[config.mk]
export PLATFORM = sky130hd
export DESIGN_NAME = hsl_to_rgb
export DESIGN_NICKNAME = d
export VERILOG_FILES = /design/src/sv/hsl2rgb_pkg.sv /design/src/sv/hsl2rgb_pq.sv /design/src/sv/hsl2rgb_ramp.sv /design/src/sv/hsl2rgb_byte.sv /design/src/sv/hsl_to_rgb.sv
export SDC_FILE = /design/constraint.sdc
export NUM_CORES = 2
export LEC_CHECK = 0
export BUFFER_PORTS_ARGS = -buffer_cell sky130_fd_sc_hd__buf_2
export CORE_ASPECT_RATIO = 1.4
export CORE_MARGIN = 2
export CORE_UTILIZATION = 55
export CTS_BUF_LIST = sky130_fd_sc_hd__clkbuf_16
export DETAILED_ROUTE_END_ITERATION = 16
export PLACE_DENSITY = 0.82
export SLEW_MARGIN = 20
export SYNTH_ARGS = -nofsm -noshare
export SYNTH_HDL_FRONTEND = slang
export SYNTH_SLANG_ARGS = --single-unit
[constraint.sdc]
create_clock -name clk_i -period 35.3 [get_ports clk_i]
set_input_delay 7.06 -clock clk_i [delete_from_list [all_inputs] [get_ports clk_i]]
set_output_delay 7.06 -clock clk_i [all_outputs]
set_load 0.01 [all_outputs]
[src/sv/hsl2rgb_pkg.sv]
// shared types and constants for the hsl to rgb converter
`timescale 1ns / 1ps

package hsl2rgb_pkg;

  // default number of fraction bits of hue, saturation and lightness
  localparam int unsigned FRAC_BITS_DEF = 16;

  // pipeline depth from accepted input word to output register
  localparam int unsigned STAGES = 8;

  // one input word
  typedef struct packed {
    logic [15:0] hue;
    logic [15:0] saturation;
    logic [15:0] lightness;
  } hsl_t;

  // one output word
  typedef struct packed {
    logic [7:0] red;
    logic [7:0] green;
    logic [7:0] blue;
  } rgb_t;

  // piece of the hue ramp
  typedef enum logic [1:0] {
    SEG_RISE,
    SEG_HIGH,
    SEG_FALL,
    SEG_LOW
  } seg_e;

endpackage

[src/sv/hsl2rgb_pq.sv]
// q and p levels from saturation and lightness, stages one to five
`timescale 1ns / 1ps

module hsl2rgb_pq import hsl2rgb_pkg::*; #(
  parameter int unsigned FRAC_BITS = FRAC_BITS_DEF
) (
  input  logic                 clk_i,
  input  logic                 en_i,
  input  logic [15:0]          sat_i,
  input  logic [15:0]          lum_i,
  output logic [FRAC_BITS-1:0] d_o,
  output logic [FRAC_BITS-1:0] p_o,
  output logic [FRAC_BITS-1:0] q_o,
  output logic [FRAC_BITS-1:0] l_o,
  output logic                 grey_o
);

  localparam int unsigned W = FRAC_BITS;
  localparam logic [W:0] M_C  = (W+1)'((1 << W) - 1);
  localparam logic [W:0] M2_C = (W+1)'(((1 << W) - 1) * 2);

  // stage 1 signals
  logic [W+15:0] s_ext, l_ext;
  logic [W-1:0]  s_c, l_c;
  logic          lt;
  logic [W-1:0]  ma;
  logic [W:0]    mb;
  logic [2*W:0]  prod_d, prod_q;
  logic          lt1_q, grey1_q;
  logic [W-1:0]  l1_q;

  // stage 2 signals
  logic [2*W:0]   lm, q2_sum;
  logic [2*W-1:0] q2_q;
  logic           grey2_q;
  logic [W-1:0]   l2_q;

  // stage 3 signals
  logic [W-1:0] qa, qb;
  logic [W:0]   qs;
  logic [1:0]   qc;
  logic [W-1:0] q3_d, q3_q, l3_q;
  logic         grey3_q;

  // stage 4 signals
  logic [W:0]   p_wide;
  logic [W-1:0] p4_d, d4_d;
  logic [W-1:0] p4_q, q4_q, d4_q, l4_q;
  logic         grey4_q;

  // stage 5 signals
  logic [W-1:0] p5_q, q5_q, l5_q;
  logic         grey5_q;

  // stage 1: clamp to full scale and form the q numerator product
  always_comb begin
    s_ext = {{W{1'b0}}, sat_i};
    l_ext = {{W{1'b0}}, lum_i};
    s_c   = (s_ext > (W+16)'(M_C)) ? M_C[W-1:0] : s_ext[W-1:0];
    l_c   = (l_ext > (W+16)'(M_C)) ? M_C[W-1:0] : l_ext[W-1:0];
    lt    = ({l_c, 1'b0} < M_C);
    if (lt) begin
      ma = l_c;
      mb = M_C + {1'b0, s_c};
    end else begin
      ma = s_c;
      mb = M_C - {1'b0, l_c};
    end
    prod_d = (2*W+1)'(ma) * (2*W+1)'(mb);
  end

  always_ff @(posedge clk_i) begin
    if (en_i) begin
      prod_q  <= prod_d;
      lt1_q   <= lt;
      l1_q    <= l_c;
      grey1_q <= (s_c == '0);
    end
  end

  // stage 2: add l times full scale on the upper half
  always_comb begin
    lm     = {1'b0, l1_q, {W{1'b0}}} - (2*W+1)'(l1_q);
    q2_sum = prod_q + (lt1_q ? '0 : lm);
  end

  always_ff @(posedge clk_i) begin
    if (en_i) begin
      q2_q    <= q2_sum[2*W-1:0];
      l2_q    <= l1_q;
      grey2_q <= grey1_q;
    end
  end

  // stage 3: divide by 2^W-1 as high plus low part with a small correction
  always_comb begin
    qa = q2_q[2*W-1:W];
    qb = q2_q[W-1:0];
    qs = {1'b0, qa} + {1'b0, qb};
    if (qs >= M2_C) begin
      qc = 2'd2;
    end else if (qs >= M_C) begin
      qc = 2'd1;
    end else begin
      qc = 2'd0;
    end
    q3_d = qa + W'(qc);
  end

  always_ff @(posedge clk_i) begin
    if (en_i) begin
      q3_q    <= q3_d;
      l3_q    <= l2_q;
      grey3_q <= grey2_q;
    end
  end

  // stage 4: p = 2l - q and the ramp height q - p
  always_comb begin
    p_wide = {l3_q, 1'b0} - {1'b0, q3_q};
    p4_d   = p_wide[W-1:0];
    d4_d   = q3_q - p4_d;
  end

  always_ff @(posedge clk_i) begin
    if (en_i) begin
      p4_q    <= p4_d;
      q4_q    <= q3_q;
      d4_q    <= d4_d;
      l4_q    <= l3_q;
      grey4_q <= grey3_q;
    end
  end

  // stage 5: levels held alongside the ramp products
  always_ff @(posedge clk_i) begin
    if (en_i) begin
      p5_q    <= p4_q;
      q5_q    <= q4_q;
      l5_q    <= l4_q;
      grey5_q <= grey4_q;
    end
  end

  assign d_o    = d4_q;
  assign p_o    = p5_q;
  assign q_o    = q5_q;
  assign l_o    = l5_q;
  assign grey_o = grey5_q;

endmodule

[src/sv/hsl2rgb_ramp.sv]
// piecewise hue ramp for one channel, stages one to six
`timescale 1ns / 1ps

module hsl2rgb_ramp import hsl2rgb_pkg::*; #(
  parameter int unsigned FRAC_BITS = FRAC_BITS_DEF,
  parameter int unsigned THIRD     = 0
) (
  input  logic                 clk_i,
  input  logic                 en_i,
  input  logic [15:0]          hue_i,
  input  logic [FRAC_BITS-1:0] d_i,
  input  logic [FRAC_BITS-1:0] p_i,
  input  logic [FRAC_BITS-1:0] q_i,
  input  logic [FRAC_BITS-1:0] l_i,
  input  logic                 grey_i,
  output logic [FRAC_BITS-1:0] x_o
);

  localparam int unsigned W = FRAC_BITS;
  localparam logic [W+2:0] H_C    = (W+3)'(1) << W;
  localparam logic [W+2:0] H2_C   = (W+3)'(1) << (W + 1);
  localparam logic [W+2:0] H3_C   = H_C + H2_C;
  localparam logic [W+2:0] OFS_C  = (W+3)'(THIRD << W);

  // stage 1 signals
  logic [W+15:0] h_ext;
  logic [W+2:0]  h_w, t_sum, t_wrap;
  logic [W+1:0]  t3_q;

  // stage 2 signals
  logic [W+2:0] tw, fd;
  seg_e         seg2_d, seg2_q, seg3_q, seg4_q, seg5_q;
  logic [W:0]   f2_d, f2_q, f3_q, f4_q;

  // stage 5 and 6 signals
  logic [2*W:0] m5_d, m5_q;
  logic [W-1:0] x6_d, x6_q;

  // stage 1: position in units of a third of the fraction step, wrapped to one turn
  always_comb begin
    h_ext  = {{W{1'b0}}, hue_i};
    h_w    = (W+3)'(h_ext[W-1:0]);
    t_sum  = (h_w << 1) + h_w + OFS_C;
    t_wrap = (t_sum >= H3_C) ? (t_sum - H3_C) : t_sum;
  end

  always_ff @(posedge clk_i) begin
    if (en_i) begin
      t3_q <= t_wrap[W+1:0];
    end
  end

  // stage 2: pick the ramp piece and its slope factor
  always_comb begin
    tw   = {t3_q, 1'b0};
    fd   = (H2_C - {1'b0, t3_q}) << 1;
    f2_d = '0;
    if (tw < H_C) begin
      seg2_d = SEG_RISE;
      f2_d   = tw[W:0];
    end else if (tw < H3_C) begin
      seg2_d = SEG_HIGH;
    end else if ({1'b0, t3_q} < H2_C) begin
      seg2_d = SEG_FALL;
      f2_d   = fd[W:0];
    end else begin
      seg2_d = SEG_LOW;
    end
  end

  // stages 2 to 4: hold the piece until the height arrives
  always_ff @(posedge clk_i) begin
    if (en_i) begin
      seg2_q <= seg2_d;
      f2_q   <= f2_d;
      seg3_q <= seg2_q;
      f3_q   <= f2_q;
      seg4_q <= seg3_q;
      f4_q   <= f3_q;
    end
  end

  // stage 5: height times slope factor
  assign m5_d = (2*W+1)'(d_i) * (2*W+1)'(f4_q);

  always_ff @(posedge clk_i) begin
    if (en_i) begin
      m5_q   <= m5_d;
      seg5_q <= seg4_q;
    end
  end

  // stage 6: channel level
  always_comb begin
    if (grey_i) begin
      x6_d = l_i;
    end else begin
      case (seg5_q)
        SEG_RISE, SEG_FALL: x6_d = p_i + m5_q[2*W-1:W];
        SEG_HIGH:           x6_d = q_i;
        default:            x6_d = p_i;
      endcase
    end
  end

  always_ff @(posedge clk_i) begin
    if (en_i) begin
      x6_q <= x6_d;
    end
  end

  assign x_o = x6_q;

endmodule

[src/sv/hsl2rgb_byte.sv]
// scale a channel level by 255.999 and truncate, stages seven and eight
`timescale 1ns / 1ps

module hsl2rgb_byte import hsl2rgb_pkg::*; #(
  parameter int unsigned FRAC_BITS = FRAC_BITS_DEF
) (
  input  logic                 clk_i,
  input  logic                 en_i,
  input  logic [FRAC_BITS-1:0] x_i,
  output logic [7:0]           byte_o
);

  localparam int unsigned W = FRAC_BITS;
  localparam logic [W:0] M_C  = (W+1)'((1 << W) - 1);
  localparam logic [W:0] M2_C = (W+1)'(((1 << W) - 1) * 2);

  logic [W+7:0]  xs;
  logic [7:0]    ua;
  logic [W-1:0]  ub;
  logic [W:0]    us, r_wide;
  logic [1:0]    uc;
  logic [8:0]    u7_q;
  logic [W-1:0]  r7_q, x7_q;
  logic [W+9:0]  lhs, rhs;
  logic [8:0]    v;
  logic [7:0]    byte8_q;

  // stage 7: u = floor(256x / (2^W-1)) and its remainder
  always_comb begin
    xs = {x_i, 8'b0};
    ua = xs[W+7:W];
    ub = xs[W-1:0];
    us = (W+1)'(ua) + {1'b0, ub};
    if (us >= M2_C) begin
      uc     = 2'd2;
      r_wide = us - M2_C;
    end else if (us >= M_C) begin
      uc     = 2'd1;
      r_wide = us - M_C;
    end else begin
      uc     = 2'd0;
      r_wide = us;
    end
  end

  always_ff @(posedge clk_i) begin
    if (en_i) begin
      u7_q <= 9'(ua) + 9'(uc);
      r7_q <= r_wide[W-1:0];
      x7_q <= x_i;
    end
  end

  // stage 8: drop one when the 0.001 shortfall crosses an integer
  always_comb begin
    lhs = (W+10)'(r7_q) * (W+10)'(1000);
    rhs = (W+10)'(x7_q);
    v   = (lhs >= rhs) ? u7_q : (u7_q - 9'd1);
  end

  always_ff @(posedge clk_i) begin
    if (en_i) begin
      byte8_q <= v[7:0];
    end
  end

  assign byte_o = byte8_q;

endmodule

[src/sv/hsl_to_rgb.sv]
// hsl to rgb converter: an accepted word is output valid once it reaches the last stage register
// throughput one word per cycle; the 8 stages advance together unless a finished word waits
// a stalled output freezes every stage, so nothing is lost or repeated
// reset clears the stage valid bits only; data registers are not reset
`timescale 1ns / 1ps

module hsl_to_rgb import hsl2rgb_pkg::*; #(
  parameter int unsigned FRAC_BITS = FRAC_BITS_DEF
) (
  input  logic clk_i,
  input  logic rst_ni,
  input  logic in_valid_i,
  output logic in_ready_o,
  input  hsl_t in_data_i,
  output logic out_valid_o,
  input  logic out_ready_i,
  output rgb_t out_data_o
);

  localparam int unsigned W = FRAC_BITS;

  logic               adv;
  logic [STAGES-1:0]  valid_q, valid_d;
  logic [W-1:0]       d4, p5, q5, l5;
  logic               grey5;
  logic [W-1:0]       xr, xg, xb;
  logic [7:0]         br, bg, bb;

  // whole pipe moves unless a finished word is held at the output
  assign adv        = !valid_q[STAGES-1] || out_ready_i;
  assign in_ready_o = adv;

  // valid bits travel with the data
  always_comb begin
    valid_d = valid_q;
    if (adv) begin
      valid_d = {valid_q[STAGES-2:0], in_valid_i};
    end
  end

  always_ff @(posedge clk_i or negedge rst_ni) begin
    if (!rst_ni) begin
      valid_q <= '0;
    end else begin
      valid_q <= valid_d;
    end
  end

  // q, p and height
  hsl2rgb_pq #(.FRAC_BITS(FRAC_BITS)) u_pq (
    .clk_i  (clk_i),
    .en_i   (adv),
    .sat_i  (in_data_i.saturation),
    .lum_i  (in_data_i.lightness),
    .d_o    (d4),
    .p_o    (p5),
    .q_o    (q5),
    .l_o    (l5),
    .grey_o (grey5)
  );

  // red at hue plus a third, green at hue, blue at hue minus a third
  hsl2rgb_ramp #(.FRAC_BITS(FRAC_BITS), .THIRD(1)) u_ramp_r (
    .clk_i (clk_i), .en_i (adv), .hue_i (in_data_i.hue), .d_i (d4),
    .p_i (p5), .q_i (q5), .l_i (l5), .grey_i (grey5), .x_o (xr)
  );

  hsl2rgb_ramp #(.FRAC_BITS(FRAC_BITS), .THIRD(0)) u_ramp_g (
    .clk_i (clk_i), .en_i (adv), .hue_i (in_data_i.hue), .d_i (d4),
    .p_i (p5), .q_i (q5), .l_i (l5), .grey_i (grey5), .x_o (xg)
  );

  hsl2rgb_ramp #(.FRAC_BITS(FRAC_BITS), .THIRD(2)) u_ramp_b (
    .clk_i (clk_i), .en_i (adv), .hue_i (in_data_i.hue), .d_i (d4),
    .p_i (p5), .q_i (q5), .l_i (l5), .grey_i (grey5), .x_o (xb)
  );

  // byte scaling per channel
  hsl2rgb_byte #(.FRAC_BITS(FRAC_BITS)) u_byte_r (
    .clk_i (clk_i), .en_i (adv), .x_i (xr), .byte_o (br)
  );

  hsl2rgb_byte #(.FRAC_BITS(FRAC_BITS)) u_byte_g (
    .clk_i (clk_i), .en_i (adv), .x_i (xg), .byte_o (bg)
  );

  hsl2rgb_byte #(.FRAC_BITS(FRAC_BITS)) u_byte_b (
    .clk_i (clk_i), .en_i (adv), .x_i (xb), .byte_o (bb)
  );

  assign out_valid_o = valid_q[STAGES-1];
  assign out_data_o  = '{red: br, green: bg, blue: bb};

  // an accepted word always lands in the first stage
  a_accept_enters: assert property (@(posedge clk_i) disable iff (!rst_ni)
    in_valid_i && in_ready_o |=> valid_q[0])
    else $error("accepted word missing from first stage");

  // a held output freezes the stage valid bits
  a_stall_holds: assert property (@(posedge clk_i) disable iff (!rst_ni)
    !in_ready_o |=> $stable(valid_q))
    else $error("pipeline moved while output stalled");

  // levels keep p <= l <= q for colored words
  a_level_order: assert property (@(posedge clk_i) disable iff (!rst_ni)
    valid_q[4] && !grey5 |-> (p5 <= l5) && (l5 <= q5))
    else $error("p, l, q out of order");

endmodule

* Word level (Yosys, flattened, before mapping)
Index checks and enable logic that the tools add are counted.
** Operators by class
- $add $sub $neg :: 35
- Multipliers :: 7
- Magnitude comparators :: 24
- Equality and inequality tests :: 6
- Multiplexer cells :: 44
- Reductions and logical operators :: 12
** Operators by type and width (number)
- $mux 17 :: 10
- $mux 16 :: 10
- $mul 16x17->32 :: 4
- $pmux 16 s2 :: 3
- $sub 16x16->16 const B :: 6
- $ge 26x16->1 :: 3
- $mul 16x7->23 const B :: 3
- $ge 17x16->1 const B :: 4
- $ge 17x17->1 const B :: 4
- $ge 19x18->1 const B :: 3
- $lt 19x17->1 const B :: 3
- $lt 19x18->1 const B :: 3
- $lt 18x18->1 const B :: 3
- $mux 18 :: 3
- $sub 18x18->18 const B :: 3
- $add 8x16->17 :: 3
- $add 16x16->16 :: 3
- $sub 1x16->16 const A :: 3
- $add 32x32->32 :: 1
- $mux 32 :: 1
- $sub 16x16->16 :: 2
- $sub 32x16->32 :: 1
- $add 8x2->8 :: 3
- $mux 8 :: 3
- 18 further kinds :: 43
** Word-level totals
- Register bits after elaboration :: 773
- Bits of input ports :: 52
- Logic and storage cells :: 196

* Logic depth before layout (Yosys ltp)
- Depth in word-level cells :: 5
- Gate-level depth with buffers :: 31

* Hierarchy
From an unflattened synthesis, not the netlist that was laid out.
** Unflattened totals
- Cell total of the unflattened synthesis :: 7521
- Area total of the unflattened synthesis :: 77409.2 um^2
** By module, submodules not included
- hsl2rgb_pq :: instances 1, cells an instance 2084, area an instance 21574.4 um^2
- hsl2rgb_byte :: instances 3, cells an instance 462, area an instance 5073.6 um^2
- hsl2rgb_ramp at u_ramp_g :: instances 1, cells an instance 1362, area an instance 13519.2 um^2
- hsl2rgb_ramp at u_ramp_b :: instances 1, cells an instance 1352, area an instance 13481.7 um^2
- hsl2rgb_ramp at u_ramp_r :: instances 1, cells an instance 1319, area an instance 13276.5 um^2
- hsl_to_rgb :: instances 1, cells an instance 18, area an instance 336.6 um^2

* Worst setup path after synthesis
No wires, ideal clock.
- Path type :: in2out
- Start :: input out_ready_i
- End :: output in_ready_o
- Arrival time :: 25.536 ns
- Path slack :: 2.704 ns
- Cell stages on the path :: 2
- Path buffers :: 1
- Path through :: nand2b_1 clkbuf_1
** On the way
- Word-level cells in the longest chain between the ends :: 1
** Ends and longest elaborated chain
- start, declared :: line hsl_to_rgb.sv:16 : input logic out_ready_i,
- $logic_or 1x1->1 :: line hsl_to_rgb.sv:30 : assign adv = !valid_q[STAGES-1] || out_ready_i;
- end, declared :: line hsl_to_rgb.sv:13 : output logic in_ready_o,
Every way passes these cells.

* Worst setup path after layout
Same ends and word-level chain as after synthesis.

==> metrics.yaml <==
clock_network:
  cts.sinks: 678
  cts_setup_buffers: 0
  cts_buffers: 71
  clk_path_buf_depth: 3
  cts_tree: "yes"
  path_clk_slew_ps: 60
  htreeDepth: 3
  clk_latency_ps: 670
  ctsHoldBuffers: 0
  clockRootBuffer: "clkbuf_16"
  cts_resized: 0
setup_path:
  worstPathMaxFanout: 34
  cp_data_required_time_ps: 28240
  critPathLaunchType: "input pin"
  cp.arrival_ps: 7890
  worstSetupPathType: "in2out"
  crit_path_end_kind: "output pin"
die:
  core_um2: 129000
  rows: 156
  initial_core_util_pct: 55.39
  dieHeight_um: 430.5
  die-area_um2: 132900
  io_pins: 78
  die_width_um: 308.7
logic_synthesis:
  synth_cells: 6839
  ys_top_cells_by_area: "edfxtp_1 28%, fa_1 26%, ha_1 14%"
  synth_top_area_share_pct: 28.15
  yosysWarnings: 0
  synth_top_family_by_area: "adder cells"
  synth-xor-area-share_pct: 3.726
  synth_simple_gate_area_share_pct: 12.76
  synth_compound_area_share_pct: 7.362
  yosysTopAreaCell: "edfxtp_1"
  synth.avg_cell_area_um2: 10.45
  synth_ff_type: "edfxtp_1"
  synth.area.mux_share_pct: 1.348
  synth_cell_types: 89
  synth_edf_count: 670
  synthArstFlopShare_pct: 1.180
  ys_ff_latch: 678
  synth_commonest_cells: "1108 x inv_1, 923 x fa_1, 772 x ha_1"
  syn_area_um2: 71470
  synth_most_common_cell: "inv_1"
  ys_seq_area_share_pct: 28.43
  yosys.area_share.adder_pct: 39.37
drt:
  drc: 0
  drt-total-wl_um: 169900
  drtPass1Iterations: 6
  ant_nets: 0
  viasPerCell: 5.736
  vias: 49460
  wl_per_cell_um: 19.71
  drt_iter0_drc: 3698
min_path:
  hp-class: "reg2reg"
final_layout:
  top_regs: "u_pq.prod_q x32, u_pq.q2_q x32, u_ramp_r.t3_q x18"
  nets: 8576
  drive_gt1_share_pct: 4.417
  area_growth_pct: 6.275
global_route:
  antenna_found_initial: 4
  met2_usage_pct: 47.25
  grt_use_total_pct: 26.13
  grt_pass1_wl_um: 272500
  top_usage_layer: "met2"
  grt_max_degree: 190
  grt_pass1_vias: 52790
  grt-ovfl-total: 0
  use_met3_pct: 3.470
  met1_usage_pct: 30.02
timing:
  setup_viol: 0
  min_period_ps: 14950
  skew_ps: 27.40
  finalSetupTns_ps: 0
  slew_headroom_pct: 23.52
  drv_slew: 0
  hold_viol: 0
  fmax_mhz: 66.88
  tightest_slew_ps: 1147
  period_share_pct: 42.35
  rsz0062_at_grt: "false"
place:
  dp_hpwl_um: 130000
  port_buffers: 77
  gp_congestion: 0.9632
flow_run:
  drv_cap: 0
outcome:
  status: "complete, no violations"
-- path summary, 6_finish.rpt --
| path | end | start | cells past startpoint | slack, ps |
|---|---|---|---|---|
| worst max-delay path | in_ready_o | out_ready_i | 3 | 20350 |
| worst min register to register | u_ramp_r.seg3_q[1]$_DFFE_PP_ | u_ramp_r.seg2_q[1]$_SDFFCE_PP0P_ | 0 | 410 |
| max in group asynchronous | valid_q[5]$_DFFE_PN0P_ | rst_ni | 1 | 28910 |
| worst min-delay path | u_ramp_r.seg3_q[1]$_DFFE_PP_ | u_ramp_r.seg2_q[1]$_SDFFCE_PP0P_ | 0 | 410 |
| min in group asynchronous | valid_q[4]$_DFFE_PN0P_ | rst_ni | 1 | 6220 |
| worst max register to register | u_ramp_g.m5_q[31]$_DFFE_PP_ | u_pq.d_o[2]$_DFFE_PP_ | 24 | 27340 |
-- layout by cell type, fill, tap and decap left out, drive strengths merged, types with 22 or more instances in the layout --
| cell | count |
|---|---|
| inv | 1132 |
| fa | 923 |
| ha | 772 |
| nand2 | 762 |
| edfxtp | 670 |
| nor2 | 385 |
| and2 | 326 |
| a21oi | 227 |
| xnor2 | 202 |
| o21ai | 189 |
| buf | 127 |
| a21o | 103 |
| xor2 | 102 |
| nor3 | 93 |
| clkbuf | 73 |
| nand3 | 72 |
| mux2i | 67 |
| o21a | 52 |
| nor2b | 46 |
| o31ai | 45 |
| nand2b | 42 |
| or3 | 33 |
| o21bai | 32 |
| nor4 | 31 |
| mux2 | 26 |
| nand4 | 25 |
| clkinv | 22 |
-- routing by layer --
metal  up-vias  wire [um]
li1      22350          -
met1     24540      60970
met2      2006      88290
met3       561      11200
met4         4       9444
met5         -         28
-- critical path, cell delays in order --
cell and delay, ps:
buf_2 70, nand2b_4 390, buf_2 350
-- metrics by stage --
stage / cells / setup slack (ps) / utilization, % / hold slack, ps / instance area, um^2
after floorplan: 6850 / 2704 / - / 400.3 / 71510
after global placement: 8493 / 20010 / 57.06 / 401.1 / 73620
after detailed placement: 8493 / 19720 / 57.06 / 404.5 / 73620
after CTS: 8620 / 20350 / 58.85 / 411.1 / 75930
after global routing: 8621 / 20070 / 58.87 / 415.0 / 75950
final: 8622 / 20350 / 58.87 / 409.9 / 75950
-- layout make-up --
cell class,count,area [um^2]
clock inverter,54,484.2
multi-input combinational,4843,46200
antenna,1,2.502
clock buffer,73,1827
tap,1738,2175
timing repair buffer,127,780.7
inverter,1108,4159
sequential,678,20320
fill,10240,53070
-- cells by family after synthesis --
logic type                 count (synthesis)
AOI/OAI and AO/OA                        823
xor gates and xnor gates                 304
adders and majority gates               1695
buffers and inverters                   1329
DFF                                      678
muxes                                     93
other                                      2
and+or+nand+nor                         1915
Power is not shown: default switching activity piles up to over one toggle a cycle in this logic, so the estimate is an artifact.
